### config.mk
export PLATFORM = sky130hd
export DESIGN_NAME = image_barrier_tracker_unit_flat
export DESIGN_NICKNAME = d
export VERILOG_FILES = /design/src/rtl/ibt_pkg.sv /design/src/rtl/ibt_if.sv /design/src/rtl/ibt_ram.sv /design/src/rtl/ibt_front.sv /design/src/rtl/ibt_back.sv /design/src/rtl/image_barrier_tracker_unit.sv /design/src/flat_wrapper.sv
export SDC_FILE = /design/constraint.sdc
export NUM_CORES = 2
export LEC_CHECK = 0
export ABC_CLOCK_PERIOD_IN_PS = 32800
export BUFFER_PORTS_ARGS = -buffer_cell sky130_fd_sc_hd__buf_2
export CORE_MARGIN = 2
export CORE_UTILIZATION = 30
export CTS_BUF_LIST = sky130_fd_sc_hd__clkbuf_4
export DETAILED_ROUTE_END_ITERATION = 10
export HOLD_SLACK_MARGIN = 0.12
export PLACE_DENSITY = 0.56
export SYNTH_ARGS = -nofsm -noshare
export SYNTH_HDL_FRONTEND = slang
export SYNTH_HIERARCHICAL = 1
export SYNTH_SLANG_ARGS = --single-unit
### constraint.sdc
create_clock -name clk -period 32.8 [get_ports clk]
set_clock_uncertainty 0.05 [all_clocks]
set_input_delay 3.28 -clock clk [delete_from_list [all_inputs] [get_ports clk]]
set_output_delay 3.28 -clock clk [all_outputs]
set_load 0.05 [all_outputs]
### src/rtl/ibt_pkg.sv
`timescale 1ns / 1ps
`default_nettype none

package ibt_pkg;

    localparam int HANDLE_W          = 64;
    localparam int WORD_W            = 32;
    localparam int ENTRY_W           = 3 * WORD_W;   // layout, access, stage
    localparam int TABLE_ENTRIES_DEF = 16;
    localparam int QUEUE_DEPTH       = 2;

    // Write-type access bits in the default mask
    localparam logic [WORD_W-1:0] ACC_HOST_WRITE   = 32'h0000_0001;
    localparam logic [WORD_W-1:0] ACC_XFER_WRITE   = 32'h0000_0008;
    localparam logic [WORD_W-1:0] ACC_SHADER_WRITE = 32'h0000_0040;
    localparam logic [WORD_W-1:0] ACC_ATTACH_WRITE = 32'h0000_0200;
    localparam logic [WORD_W-1:0] WR_MASK_RESET    =
        ACC_HOST_WRITE | ACC_XFER_WRITE | ACC_SHADER_WRITE | ACC_ATTACH_WRITE;

    // One queued image use, already classified by the front end
    typedef struct packed {
        logic                new_graph;
        logic                null_handle;
        logic [HANDLE_W-1:0] image_handle;
        logic [WORD_W-1:0]   needed_layout;
        logic [WORD_W-1:0]   leaving_layout;
        logic [WORD_W-1:0]   use_access;
        logic [WORD_W-1:0]   use_stage;
    } use_t;

    typedef struct packed {
        logic [HANDLE_W-1:0] barrier_image;
        logic [WORD_W-1:0]   prior_layout;
        logic [WORD_W-1:0]   target_layout;
        logic [WORD_W-1:0]   source_access;
        logic [WORD_W-1:0]   dest_access;
        logic [WORD_W-1:0]   source_stage;
        logic [WORD_W-1:0]   dest_stage;
        logic                table_full;
    } barrier_t;

endpackage

`default_nettype wire

### src/rtl/ibt_if.sv
`timescale 1ns / 1ps
`default_nettype none

interface ibt_use_if;
    logic                         valid;
    logic                         ready;
    logic                         new_graph;
    logic [ibt_pkg::HANDLE_W-1:0] image_handle;
    logic [ibt_pkg::WORD_W-1:0]   needed_layout;
    logic [ibt_pkg::WORD_W-1:0]   leaving_layout;
    logic [ibt_pkg::WORD_W-1:0]   use_access;
    logic [ibt_pkg::WORD_W-1:0]   use_stage;

    modport source (output valid, new_graph, image_handle, needed_layout,
                    leaving_layout, use_access, use_stage, input ready);
    modport sink   (input valid, new_graph, image_handle, needed_layout,
                    leaving_layout, use_access, use_stage, output ready);
endinterface

interface ibt_barrier_if;
    logic                         valid;
    logic                         ready;
    logic [ibt_pkg::HANDLE_W-1:0] barrier_image;
    logic [ibt_pkg::WORD_W-1:0]   prior_layout;
    logic [ibt_pkg::WORD_W-1:0]   target_layout;
    logic [ibt_pkg::WORD_W-1:0]   source_access;
    logic [ibt_pkg::WORD_W-1:0]   dest_access;
    logic [ibt_pkg::WORD_W-1:0]   source_stage;
    logic [ibt_pkg::WORD_W-1:0]   dest_stage;
    logic                         table_full;

    modport source (output valid, barrier_image, prior_layout, target_layout,
                    source_access, dest_access, source_stage, dest_stage,
                    table_full, input ready);
    modport sink   (input valid, barrier_image, prior_layout, target_layout,
                    source_access, dest_access, source_stage, dest_stage,
                    table_full, output ready);
endinterface

interface ibt_cfg_if;
    logic                       valid;
    logic                       ready;
    logic [ibt_pkg::WORD_W-1:0] data;

    modport source (output valid, data, input ready);
    modport sink   (input valid, data, output ready);
endinterface

`default_nettype wire

### src/rtl/ibt_ram.sv
`timescale 1ns / 1ps
`default_nettype none

module ibt_ram #(
    parameter int WIDTH = 8,
    parameter int DEPTH = 16
) (
    input  wire logic                     clk,
    input  wire logic                     wr_en,
    input  wire logic [$clog2(DEPTH)-1:0] wr_addr,
    input  wire logic [WIDTH-1:0]         wr_data,
    input  wire logic                     rd_en,
    input  wire logic [$clog2(DEPTH)-1:0] rd_addr,
    output logic      [WIDTH-1:0]         rd_data
);

    logic [WIDTH-1:0] mem [DEPTH];

    always_ff @(posedge clk)
    begin
        if (wr_en)
        begin
            mem[wr_addr] <= wr_data;
        end
        if (rd_en)
        begin
            rd_data <= mem[rd_addr];
        end
    end

endmodule

`default_nettype wire

### src/rtl/ibt_front.sv
`timescale 1ns / 1ps
`default_nettype none

module ibt_front (
    input  wire logic          clk,
    input  wire logic          rst_n,
    ibt_use_if.sink            use_in,
    output logic               q_valid,
    input  wire logic          q_ready,
    output ibt_pkg::use_t      q_item
);
    import ibt_pkg::*;

    localparam int PTR_W = (QUEUE_DEPTH > 1) ? $clog2(QUEUE_DEPTH) : 1;
    localparam int CNT_W = $clog2(QUEUE_DEPTH + 1);

    use_t             slot_reg [QUEUE_DEPTH];
    logic [PTR_W-1:0] wr_ptr_reg;
    logic [PTR_W-1:0] rd_ptr_reg;
    logic [CNT_W-1:0] count_reg;
    logic             push;
    logic             pop;
    use_t             in_item;

    // classify: null handles are tagged here so the back end skips the lookup
    always_comb
    begin
        in_item.new_graph      = use_in.new_graph;
        in_item.null_handle    = (use_in.image_handle == '0);
        in_item.image_handle   = use_in.image_handle;
        in_item.needed_layout  = use_in.needed_layout;
        in_item.leaving_layout = use_in.leaving_layout;
        in_item.use_access     = use_in.use_access;
        in_item.use_stage      = use_in.use_stage;
    end

    assign use_in.ready = (count_reg != CNT_W'(QUEUE_DEPTH));
    assign push         = use_in.valid && use_in.ready;
    assign q_valid      = (count_reg != '0);
    assign pop          = q_valid && q_ready;
    assign q_item       = slot_reg[rd_ptr_reg];

    always_ff @(posedge clk or negedge rst_n)
    begin
        if (!rst_n)
        begin
            wr_ptr_reg <= '0;
            rd_ptr_reg <= '0;
            count_reg  <= '0;
        end
        else
        begin
            if (push)
            begin
                wr_ptr_reg <= (wr_ptr_reg == PTR_W'(QUEUE_DEPTH - 1)) ? '0
                                                                      : wr_ptr_reg + 1'b1;
            end
            if (pop)
            begin
                rd_ptr_reg <= (rd_ptr_reg == PTR_W'(QUEUE_DEPTH - 1)) ? '0
                                                                      : rd_ptr_reg + 1'b1;
            end
            if (push && !pop)
            begin
                count_reg <= count_reg + 1'b1;
            end
            else if (pop && !push)
            begin
                count_reg <= count_reg - 1'b1;
            end
        end
    end

    always_ff @(posedge clk)
    begin
        if (push)
        begin
            slot_reg[wr_ptr_reg] <= in_item;
        end
    end

endmodule

`default_nettype wire

### src/rtl/ibt_back.sv
`timescale 1ns / 1ps
`default_nettype none

module ibt_back #(
    parameter int TABLE_ENTRIES = ibt_pkg::TABLE_ENTRIES_DEF
) (
    input  wire logic                       clk,
    input  wire logic                       rst_n,
    input  wire logic                       q_valid,
    output logic                            q_ready,
    input  wire ibt_pkg::use_t              q_item,
    input  wire logic [ibt_pkg::WORD_W-1:0] write_access_mask,
    ibt_barrier_if.source                   barrier_out
);
    import ibt_pkg::*;

    localparam int IDX_W = $clog2(TABLE_ENTRIES);

    typedef enum logic [1:0] {
        ST_IDLE,
        ST_ENC,
        ST_RESULT
    } state_t;

    state_t                     state_reg;
    use_t                       item_reg;
    logic [TABLE_ENTRIES-1:0]   valid_reg;
    logic [HANDLE_W-1:0]        key_reg [TABLE_ENTRIES];
    logic [TABLE_ENTRIES-1:0]   match_reg;
    logic [TABLE_ENTRIES-1:0]   free1h_reg;
    logic                       hit_reg;
    logic                       full_reg;
    logic [IDX_W-1:0]           slot_reg;
    logic                       out_valid_reg;
    barrier_t                   out_reg;

    logic [TABLE_ENTRIES-1:0]   valid_eff;
    logic [TABLE_ENTRIES-1:0]   match_c;
    logic [TABLE_ENTRIES-1:0]   free_c;
    logic [TABLE_ENTRIES-1:0]   free1h_c;
    logic                       hit_c;
    logic [IDX_W-1:0]           hit_idx_c;
    logic [IDX_W-1:0]           free_idx_c;
    logic                       take_c;
    logic                       go_c;
    logic                       emit_c;
    logic [ENTRY_W-1:0]         rd_data;
    logic [WORD_W-1:0]          old_l;
    logic [WORD_W-1:0]          src_a;
    logic [WORD_W-1:0]          src_s;

    function automatic logic [IDX_W-1:0] enc1h(input logic [TABLE_ENTRIES-1:0] v);
        logic [IDX_W-1:0] r;
        r = '0;
        for (int i = 0; i < TABLE_ENTRIES; i++)
        begin
            if (v[i])
            begin
                r = r | IDX_W'(i);
            end
        end
        return r;
    endfunction

    // lookup stage: compare all keys, isolate lowest free entry
    always_comb
    begin
        valid_eff = q_item.new_graph ? '0 : valid_reg;
        for (int i = 0; i < TABLE_ENTRIES; i++)
        begin
            match_c[i] = valid_eff[i] && (key_reg[i] == q_item.image_handle);
        end
        free_c   = ~valid_eff;
        free1h_c = free_c & (~free_c + TABLE_ENTRIES'(1));
    end

    // keys are unique, so the hit vector is at most one-hot
    assign hit_c      = |match_reg;
    assign hit_idx_c  = enc1h(match_reg);
    assign free_idx_c = enc1h(free1h_reg);

    assign q_ready = (state_reg == ST_IDLE);
    assign take_c  = q_valid && q_ready;
    assign go_c    = (state_reg == ST_RESULT) && (!out_valid_reg || barrier_out.ready);

    assign old_l = hit_reg ? rd_data[3*WORD_W-1:2*WORD_W] : '0;
    assign src_a = hit_reg ? rd_data[2*WORD_W-1:WORD_W]   : '0;
    assign src_s = hit_reg ? rd_data[WORD_W-1:0]          : '0;

    assign emit_c = !hit_reg || (old_l != item_reg.needed_layout)
                 || (((src_a | item_reg.use_access) & write_access_mask) != '0);

    ibt_ram #(
        .WIDTH (ENTRY_W),
        .DEPTH (TABLE_ENTRIES)
    ) u_entry_ram (
        .clk     (clk),
        .wr_en   (go_c && !full_reg),
        .wr_addr (slot_reg),
        .wr_data ({item_reg.leaving_layout, item_reg.use_access, item_reg.use_stage}),
        .rd_en   (state_reg == ST_ENC),
        .rd_addr (hit_idx_c),
        .rd_data (rd_data)
    );

    always_ff @(posedge clk or negedge rst_n)
    begin
        if (!rst_n)
        begin
            state_reg     <= ST_IDLE;
            valid_reg     <= '0;
            out_valid_reg <= 1'b0;
        end
        else
        begin
            unique case (state_reg)
                ST_IDLE:
                begin
                    if (take_c)
                    begin
                        if (q_item.new_graph)
                        begin
                            valid_reg <= '0;
                        end
                        if (!q_item.null_handle)
                        begin
                            state_reg <= ST_ENC;
                        end
                    end
                end
                ST_ENC:
                begin
                    state_reg <= ST_RESULT;
                end
                ST_RESULT:
                begin
                    if (go_c)
                    begin
                        if (!full_reg)
                        begin
                            valid_reg[slot_reg] <= 1'b1;
                        end
                        state_reg <= ST_IDLE;
                    end
                end
                default:
                begin
                    state_reg <= ST_IDLE;
                end
            endcase

            if (go_c && emit_c)
            begin
                out_valid_reg <= 1'b1;
            end
            else if (barrier_out.ready)
            begin
                out_valid_reg <= 1'b0;
            end
        end
    end

    always_ff @(posedge clk)
    begin
        if (take_c)
        begin
            item_reg   <= q_item;
            match_reg  <= match_c;
            free1h_reg <= free1h_c;
        end
        if (state_reg == ST_ENC)
        begin
            hit_reg  <= hit_c;
            full_reg <= !hit_c && (free1h_reg == '0);
            slot_reg <= hit_c ? hit_idx_c : free_idx_c;
        end
        if (go_c && !full_reg)
        begin
            key_reg[slot_reg] <= item_reg.image_handle;
        end
        if (go_c && emit_c)
        begin
            out_reg.barrier_image <= item_reg.image_handle;
            out_reg.prior_layout  <= old_l;
            out_reg.target_layout <= item_reg.needed_layout;
            out_reg.source_access <= src_a;
            out_reg.dest_access   <= item_reg.use_access;
            out_reg.source_stage  <= src_s;
            out_reg.dest_stage    <= item_reg.use_stage;
            out_reg.table_full    <= full_reg;
        end
    end

    assign barrier_out.valid         = out_valid_reg;
    assign barrier_out.barrier_image = out_reg.barrier_image;
    assign barrier_out.prior_layout  = out_reg.prior_layout;
    assign barrier_out.target_layout = out_reg.target_layout;
    assign barrier_out.source_access = out_reg.source_access;
    assign barrier_out.dest_access   = out_reg.dest_access;
    assign barrier_out.source_stage  = out_reg.source_stage;
    assign barrier_out.dest_stage    = out_reg.dest_stage;
    assign barrier_out.table_full    = out_reg.table_full;

endmodule

`default_nettype wire

### src/rtl/image_barrier_tracker_unit.sv
`timescale 1ns / 1ps
`default_nettype none

// Image barrier tracker. Each item on use_in is one use of an image; the block
// keeps a table of TABLE_ENTRIES images (last layout, access and stage) and
// emits at most one barrier item on barrier_out per use: on a first use, a
// layout change, or when the stored or new access hits write_access_mask
// (written through cfg, reset 0x249). A handle of 0 gives no item; new_graph
// wipes the table before the use is looked up. If the table is full, a new
// image still gets a first-use barrier (prior layout, source access and stage
// all 0) with table_full set and is not stored. A nonzero-handle use goes
// through key compare, index encode plus entry RAM read, update and result;
// no new use is taken until its result is done. A null handle skips lookup.
// A 2-item queue sits between input and lookup. While a barrier waits in the
// one-item output register, the next lookup runs up to its result step.
// Config writes are taken every cycle; change the mask only while idle.
module image_barrier_tracker_unit #(
    parameter int TABLE_ENTRIES = ibt_pkg::TABLE_ENTRIES_DEF
) (
    input  wire logic      clk,
    input  wire logic      rst_n,
    ibt_use_if.sink        use_in,
    ibt_barrier_if.source  barrier_out,
    ibt_cfg_if.sink        cfg
);
    import ibt_pkg::*;

    logic [WORD_W-1:0] mask_reg;
    logic              q_valid;
    logic              q_ready;
    use_t              q_item;

    // mask register: always ready
    assign cfg.ready = 1'b1;

    always_ff @(posedge clk or negedge rst_n)
    begin
        if (!rst_n)
        begin
            mask_reg <= WR_MASK_RESET;
        end
        else if (cfg.valid)
        begin
            mask_reg <= cfg.data;
        end
    end

    // front: accept and classify, queue
    ibt_front u_front (
        .clk     (clk),
        .rst_n   (rst_n),
        .use_in  (use_in),
        .q_valid (q_valid),
        .q_ready (q_ready),
        .q_item  (q_item)
    );

    // back: table lookup, update, barrier output register
    ibt_back #(
        .TABLE_ENTRIES (TABLE_ENTRIES)
    ) u_back (
        .clk               (clk),
        .rst_n             (rst_n),
        .q_valid           (q_valid),
        .q_ready           (q_ready),
        .q_item            (q_item),
        .write_access_mask (mask_reg),
        .barrier_out       (barrier_out)
    );

    // a table-full barrier is always a first-use barrier
    a_full_is_first_use: assert property (@(posedge clk) disable iff (!rst_n)
        (barrier_out.valid && barrier_out.table_full) |->
            (barrier_out.prior_layout == '0 && barrier_out.source_access == '0
             && barrier_out.source_stage == '0))
        else $error("table_full barrier carries previous-use state");

    // null handles never produce a barrier
    a_no_null_barrier: assert property (@(posedge clk) disable iff (!rst_n)
        barrier_out.valid |-> (barrier_out.barrier_image != '0))
        else $error("barrier emitted for null image handle");

    // mask only changes on a config write
    a_mask_write: assert property (@(posedge clk) disable iff (!rst_n)
        !(cfg.valid && cfg.ready) |=> $stable(mask_reg))
        else $error("write mask changed without a config write");

endmodule

`default_nettype wire
### src/flat_wrapper.sv
// flat-port wrapper written by rule: the top's interface ports become plain ports
module image_barrier_tracker_unit_flat import ibt_pkg::*;
#(
    parameter int TABLE_ENTRIES = ibt_pkg::TABLE_ENTRIES_DEF
)
  (clk, rst_n, use_in_valid, use_in_new_graph, use_in_image_handle, use_in_needed_layout, use_in_leaving_layout, use_in_use_access, use_in_use_stage, use_in_ready, barrier_out_valid, barrier_out_barrier_image, barrier_out_prior_layout, barrier_out_target_layout, barrier_out_source_access, barrier_out_dest_access, barrier_out_source_stage, barrier_out_dest_stage, barrier_out_table_full, barrier_out_ready, cfg_valid, cfg_data, cfg_ready);
  ibt_use_if use_in_i ();
  ibt_barrier_if barrier_out_i ();
  ibt_cfg_if cfg_i ();
  input  wire logic clk;
  input  wire logic rst_n;
  input wire logic [$bits(use_in_i.valid)-1:0] use_in_valid;
  input wire logic [$bits(use_in_i.new_graph)-1:0] use_in_new_graph;
  input wire logic [$bits(use_in_i.image_handle)-1:0] use_in_image_handle;
  input wire logic [$bits(use_in_i.needed_layout)-1:0] use_in_needed_layout;
  input wire logic [$bits(use_in_i.leaving_layout)-1:0] use_in_leaving_layout;
  input wire logic [$bits(use_in_i.use_access)-1:0] use_in_use_access;
  input wire logic [$bits(use_in_i.use_stage)-1:0] use_in_use_stage;
  output wire logic [$bits(use_in_i.ready)-1:0] use_in_ready;
  output wire logic [$bits(barrier_out_i.valid)-1:0] barrier_out_valid;
  output wire logic [$bits(barrier_out_i.barrier_image)-1:0] barrier_out_barrier_image;
  output wire logic [$bits(barrier_out_i.prior_layout)-1:0] barrier_out_prior_layout;
  output wire logic [$bits(barrier_out_i.target_layout)-1:0] barrier_out_target_layout;
  output wire logic [$bits(barrier_out_i.source_access)-1:0] barrier_out_source_access;
  output wire logic [$bits(barrier_out_i.dest_access)-1:0] barrier_out_dest_access;
  output wire logic [$bits(barrier_out_i.source_stage)-1:0] barrier_out_source_stage;
  output wire logic [$bits(barrier_out_i.dest_stage)-1:0] barrier_out_dest_stage;
  output wire logic [$bits(barrier_out_i.table_full)-1:0] barrier_out_table_full;
  input wire logic [$bits(barrier_out_i.ready)-1:0] barrier_out_ready;
  input wire logic [$bits(cfg_i.valid)-1:0] cfg_valid;
  input wire logic [$bits(cfg_i.data)-1:0] cfg_data;
  output wire logic [$bits(cfg_i.ready)-1:0] cfg_ready;
  assign use_in_i.valid = use_in_valid;
  assign use_in_i.new_graph = use_in_new_graph;
  assign use_in_i.image_handle = use_in_image_handle;
  assign use_in_i.needed_layout = use_in_needed_layout;
  assign use_in_i.leaving_layout = use_in_leaving_layout;
  assign use_in_i.use_access = use_in_use_access;
  assign use_in_i.use_stage = use_in_use_stage;
  assign use_in_ready = use_in_i.ready;
  assign barrier_out_valid = barrier_out_i.valid;
  assign barrier_out_barrier_image = barrier_out_i.barrier_image;
  assign barrier_out_prior_layout = barrier_out_i.prior_layout;
  assign barrier_out_target_layout = barrier_out_i.target_layout;
  assign barrier_out_source_access = barrier_out_i.source_access;
  assign barrier_out_dest_access = barrier_out_i.dest_access;
  assign barrier_out_source_stage = barrier_out_i.source_stage;
  assign barrier_out_dest_stage = barrier_out_i.dest_stage;
  assign barrier_out_table_full = barrier_out_i.table_full;
  assign barrier_out_i.ready = barrier_out_ready;
  assign cfg_i.valid = cfg_valid;
  assign cfg_i.data = cfg_data;
  assign cfg_ready = cfg_i.ready;
  image_barrier_tracker_unit #(.TABLE_ENTRIES(TABLE_ENTRIES)) u_core (.clk(clk), .rst_n(rst_n), .use_in(use_in_i), .barrier_out(barrier_out_i), .cfg(cfg_i));
endmodule
# After elaboration in Yosys (flattened, before gate mapping)
# Memory sizes are Yosys's and may differ from the RTL's. A register that Yosys moved wholly into a read port is not among the register bits.
# Index checks and enable logic that the tools add are counted.
# classes
add_sub_neg,5
n_lt_le_gt_ge,2
n_eq_ne,24
mux,54
bitwise_logic,6
reduce_logical,45
# ops
operator,n
$eq 64x64->1,16
$mux 4,17
$logic_not 64->1,1
$mux 16,4
$mux 32,2
$and 32x32->32,1
$ne 32x32->1,1
$not 16->16,2
$or 32x32->32,1
$pmux 16 s2,1
$reduce_bool 32->1,1
$logic_and 1x1->1,25
$mux 3,8
$mux 2,9
$add 16x1->16 const B,1
$and 16x16->16,1
$logic_not 16->1,1
$or 16x16->16,1
$reduce_or 16->1,1
$mux 1,11
$ne 2x2->1 const B,4
$reduce_bool 2->1,4
$logic_not 1->1,6
$pmux 2 s3,1
other kinds (13),16
# word_totals
reg_bits,542
ramBits,2948
in_bits,230
out_inout_bits,260
elab_cells,164
n_memories,3
# mem_list
name,depth,word_bits,read_ports,rd_ports_with_merged_regs,wr,line,text
u_core.u_back.u_entry_ram.mem,16,96,1,1,1,ibt_ram.sv:17,logic [WIDTH-1:0] mem [DEPTH];
u_core.u_back.key_reg,16,64,16,0,1,ibt_back.sv:28,logic [HANDLE_W-1:0] key_reg [TABLE_ENTRIES];
u_core.u_front.slot_reg,2,194,1,0,1,ibt_front.sv:17,use_t slot_reg [QUEUE_DEPTH];

# Logic depth before layout (Yosys ltp)
# logic_depth
ltp_word,16
depth_mapped,12
depth_no_buf,7

# Hierarchy
# Netlist, hierarchy kept.
# modules_own_cells
mod,n_inst,cells_per_inst,area_each_um2,seq_area_each_um2
ibt_ram,1,2460,60316.6,49007.0
ibt_back,1,3513,59833.6,45849.0
ibt_front,1,643,14946.8,11751.3
image_barrier_tracker_unit,1,70,1361.3,805.8

# Worst setup path after synthesis
# OpenSTA, ideal clock, no wires.
# synth_timing
kind,in2reg
startpoint,input port barrier_out_ready
endpoint,register u_core/u_back/barrier_out.barrier_image[0] (netlist name)
setup_time_ns,0.962
arrival_ns,15.875
required_ns,31.788
slack_ns,15.913
path_stages,3
path_buffers,0
cell_sequence,nand2b_1 -> nand2b_1 -> a21oi_1
# synth_via
elab_chain_len,3
# synth_lines
item,line,text
"start, declared",flat_wrapper.sv:29,input wire logic [$bits(barrier_out_i.ready)-1:0] barrier_out_ready;
$logic_or 1x1->1,ibt_back.sv:84,assign go_c = (state_reg == ST_RESULT) && (!out_valid_reg || barrier_out.ready);
$logic_and 1x1->1,ibt_back.sv:84,
$logic_and 1x1->1,ibt_back.sv:181,if (go_c && emit_c)
# No other way between the ends.
# A chain may end at the register's enable or synchronous reset.

# Worst setup path in the final report
# layout_timing
startpoint,input port barrier_out_ready
endpoint,memory u_core/u_back/u_entry_ram/mem[14][78] in the netlist's numbering (enable)
# layout_via
elab_chain_len,5
# layout_lines
item,line,text
$logic_or 1x1->1,ibt_back.sv:84,
$logic_and 1x1->1,ibt_back.sv:84,
$logic_and 1x1->1,ibt_back.sv:98,".wr_en (go_c && !full_reg),"
$mux 1,ibt_ram.sv:21,if (wr_en)
$mux 1 (implied by the code),ibt_ram.sv:23,mem[wr_addr] <= wr_data;
"end, declared",ibt_ram.sv:17,
# No other way between the ends.

==> impl_metrics.csv <==
group,metric,value,unit
setup_path,ff2ff_path_depth,7,
floorplanning,dieArea,0.4603,mm2
setup_path,crit_required,33.99,ns
timing,slew_headroom,0.01570,
logic_synthesis,avgSynthCellArea,20.41,um2
power,p_leak,0.05223,uW
clock_tree,root_buffer,"clkbuf_4",
timing,rsz0062_at_grt,"false",
setup_path,path_max_fanout,36,
clock_tree,numCtsBuffers,870,
clock_tree,post_cts_resize_count,0,
layout,drive_above_1_share,0.3167,
detailed_routing,drc,0,
place,gp_congestion,0.9280,
timing,finalSetupViolations,0,
outcome,violations,"max-capacitance violations",
clock_tree,cts_tree,"yes",
worst_hold_path,hp-class,"flop to flop",
global_route,grt_pass1_vias,73970,
detailed_routing,ant_nets,0,
timing,slew_violations,0,
logic_synthesis,synth_fp_nets,6917,
floorplanning,rows,247,
logic_synthesis,ys_ff_latch,3586,
global_route,grt_start_max_net_pins,108,
detailed_routing,drtIter0Drc,9664,
timing,finalCritPeriodShare,0.2030,
global_route,antenna_found_initial,84,
timing,tightest_slew,1.465,ns
clock_tree,htree_levels,6,
flow_run,maxCapViolCount,1,
detailed_routing,post_drt_wl_per_cell,29.73,um
setup_path,start_kind,"input pin",
detailed_routing,vias,74220,
clock_tree,clock-sinks,3586,
power,max-vdd-ir-drop,0.07842,mV
logic_synthesis,synth.most_common_cell,"edfxtp_1",
logic_synthesis,syn_area,0.1365,mm2
timing,finalCriticalPeriod,6.658,ns
setup_path,slowest_delay,1.01,ns
global_route,grt_remaining_overflow,0,
logic_synthesis,synthTopCellsByArea,"edfxtp_1 78%, mux4_2 6.3%, xnor2_1 2.7%",
timing,hold-worst-slack,0.3745,ns
floorplanning,start_util,0.3014,
logic_synthesis,synthCells,6686,
outcome,status,"complete, but fails checks",
clock_tree,clock_path_buffers,4,
place,place_hpwl,259700,um
worst_hold_path,min_path_cells,0,
power,powerDensity,89.49,mW/mm2
layout,area.growth.synth_to_final,15.51,%
place,place_inst,13070,
logic_synthesis,async_reset_ff_frac,0.01534,
setup_path,critPathSlowestCell,"nor2_4",
timing,max_freq,150.2,MHz
place,portBuffers,488,
setup_path,worst-setup-path-type,"input pin to flop",
clock_tree,hold_buffers,0,
logic_synthesis,yosysSeqAreaShare,0.7871,
global_route,grtUsageTotal,0.1818,
setup_path,end_kind,"flop",
floorplanning,pin_count,490,
setup_path,critical_path.cell_chain,"buf_2, nand2b_1, nand2b_1, nor2_1, nand3_1, nor2_4, buf_4, buf_4",
detailed_routing,vias_per_cell,5.089,
logic_synthesis,synth_enable_flop_cells,3531,
clock_tree,clk_latency,1.69,ns
logic_synthesis,synth_largest_area_cell,"edfxtp_1",
timing,fin_setup_tns,0,ns
floorplanning,die_y,678.4,um
floorplanning,dieWidth,678.4,um
layout,final_cells,14580,
clock_tree,path_clk_slew,0.07,ns
logic_synthesis,yosys-top-cells-count,"3531 x edfxtp_1, 416 x xnor2_1, 384 x mux4_2",
logic_synthesis,synthFlopType,"edfxtp_1",
setup_path,cp.arrival,7.85,ns
clock_tree,cts_setup_buffers,0,
detailed_routing,dr.pass1.iters,6,
logic_synthesis,ys_warn_count,6,
detailed_routing,routed_wl,433600,um
logic_synthesis,synth_top_area_share,0.7770,
timing,hold_viol,0,
logic_synthesis,synthDistinctLibCells,64,
layout,fin_nets,8196,
floorplanning,core,0.4528,mm2
global_route,grt_pass1_wl,588000,um
layout,largest_reg_flops,1536,
## worst max-delay path: cells and delay by family
family	cells	cell delay, ns
and+or+nand+nor	5	2.99
buffers and inverters	3	1.45
## kinds of logic after synthesis
logic type               count (synthesis)  synth area share
other                                    1        0.00002748
flip-flops                            3586            0.7871
AO/OA/AOI/OAI                          526           0.02904
adder cells (fa/ha/maj)                  1        0.00009168
AND/OR/NAND/NOR                        734           0.03010
buffers and inverters                  432           0.01547
XOR/XNOR                               796           0.05115
multiplexers                           610           0.08698
## routing by layer
metal	track usage	share of wire	vias up	routed length, um
met3	0.04403	0.10	919	45130
li1	-	-	30090	-
met2	0.2922	0.47	4702	203400
met1	0.2381	0.39	38490	168100
met5	0	0.00023	-	101
met4	0.06952	0.039	14	16890
## report_power, final
part	internal, uW	switching, uW
clock network	1840	1800
logic	907	2750
registers	6220	593
## layout by cell type, fill, tap and decap left out, drive strengths merged, types with 13 or more instances in the layout
master,synthesis,final
a221oi,54,54
a22o,16,16
a22oi,225,225
and2,92,92
buf,168,703
clkbuf,128,1258
clkinv,4,190
dfrtp,51,51
diode,0,34
edfxtp,3531,3531
inv,132,150
mux2,226,226
mux4,384,384
nand2,129,129
nand2b,13,13
nand3,28,28
nand4,146,146
nor2,69,69
nor3,28,28
nor4,166,166
o21a,15,15
o21ai,29,29
o22ai,84,84
o2bb2ai,34,34
xnor2,417,417
xor2,379,379
## stage by stage
stage | total power (uW) | setup slack, ns | instance area (um2) | util
6_report | 14100 | 26.14 | 157600 | 0.3481
5_1_grt | 14550 | 25.98 | 157500 | 0.3480
4_1_cts | 14180 | 26.53 | 157500 | 0.3480
3_5_place_dp | 10540 | 24.66 | 146800 | 0.3242
3_3_place_gp | 10460 | 24.70 | 146800 | 0.3242
2_1_floorplan | 8636 | 15.91 | 136500 | -
## area by class of cell
class,instances,area [um2]
tap,5976,7477
inverter,136,510.5
multi-input combinational,2668,27250
fill,42800,295100
timing repair buffer,703,4109
antenna,34,85.08
clock inverter,223,1331
clock buffer,1258,9444
sequential,3586,107400
## final timing paths
| check | startpoint | end | slack (ns) |
|---|---|---|---|
| setup reg to reg | u_core/u_back/state_reg[0] | u_core/u_back/u_entry_ram/mem[14][78] | 27.13 |
| max in group asynchronous | rst_n | u_core/u_front/rd_ptr_reg | 29.85 |
| min in group asynchronous | rst_n | u_core/mask_reg[14] | 1.46 |
| hold reg to reg | u_core/u_back/item_reg[135] | u_core/u_back/key_reg[1][7] | 0.37 |
| hold / removal | u_core/u_back/item_reg[135] | u_core/u_back/key_reg[1][7] | 0.37 |
| setup / recovery | barrier_out_ready | u_core/u_back/u_entry_ram/mem[14][78] | 26.14 |
Power figures use the tool's default switching activity.
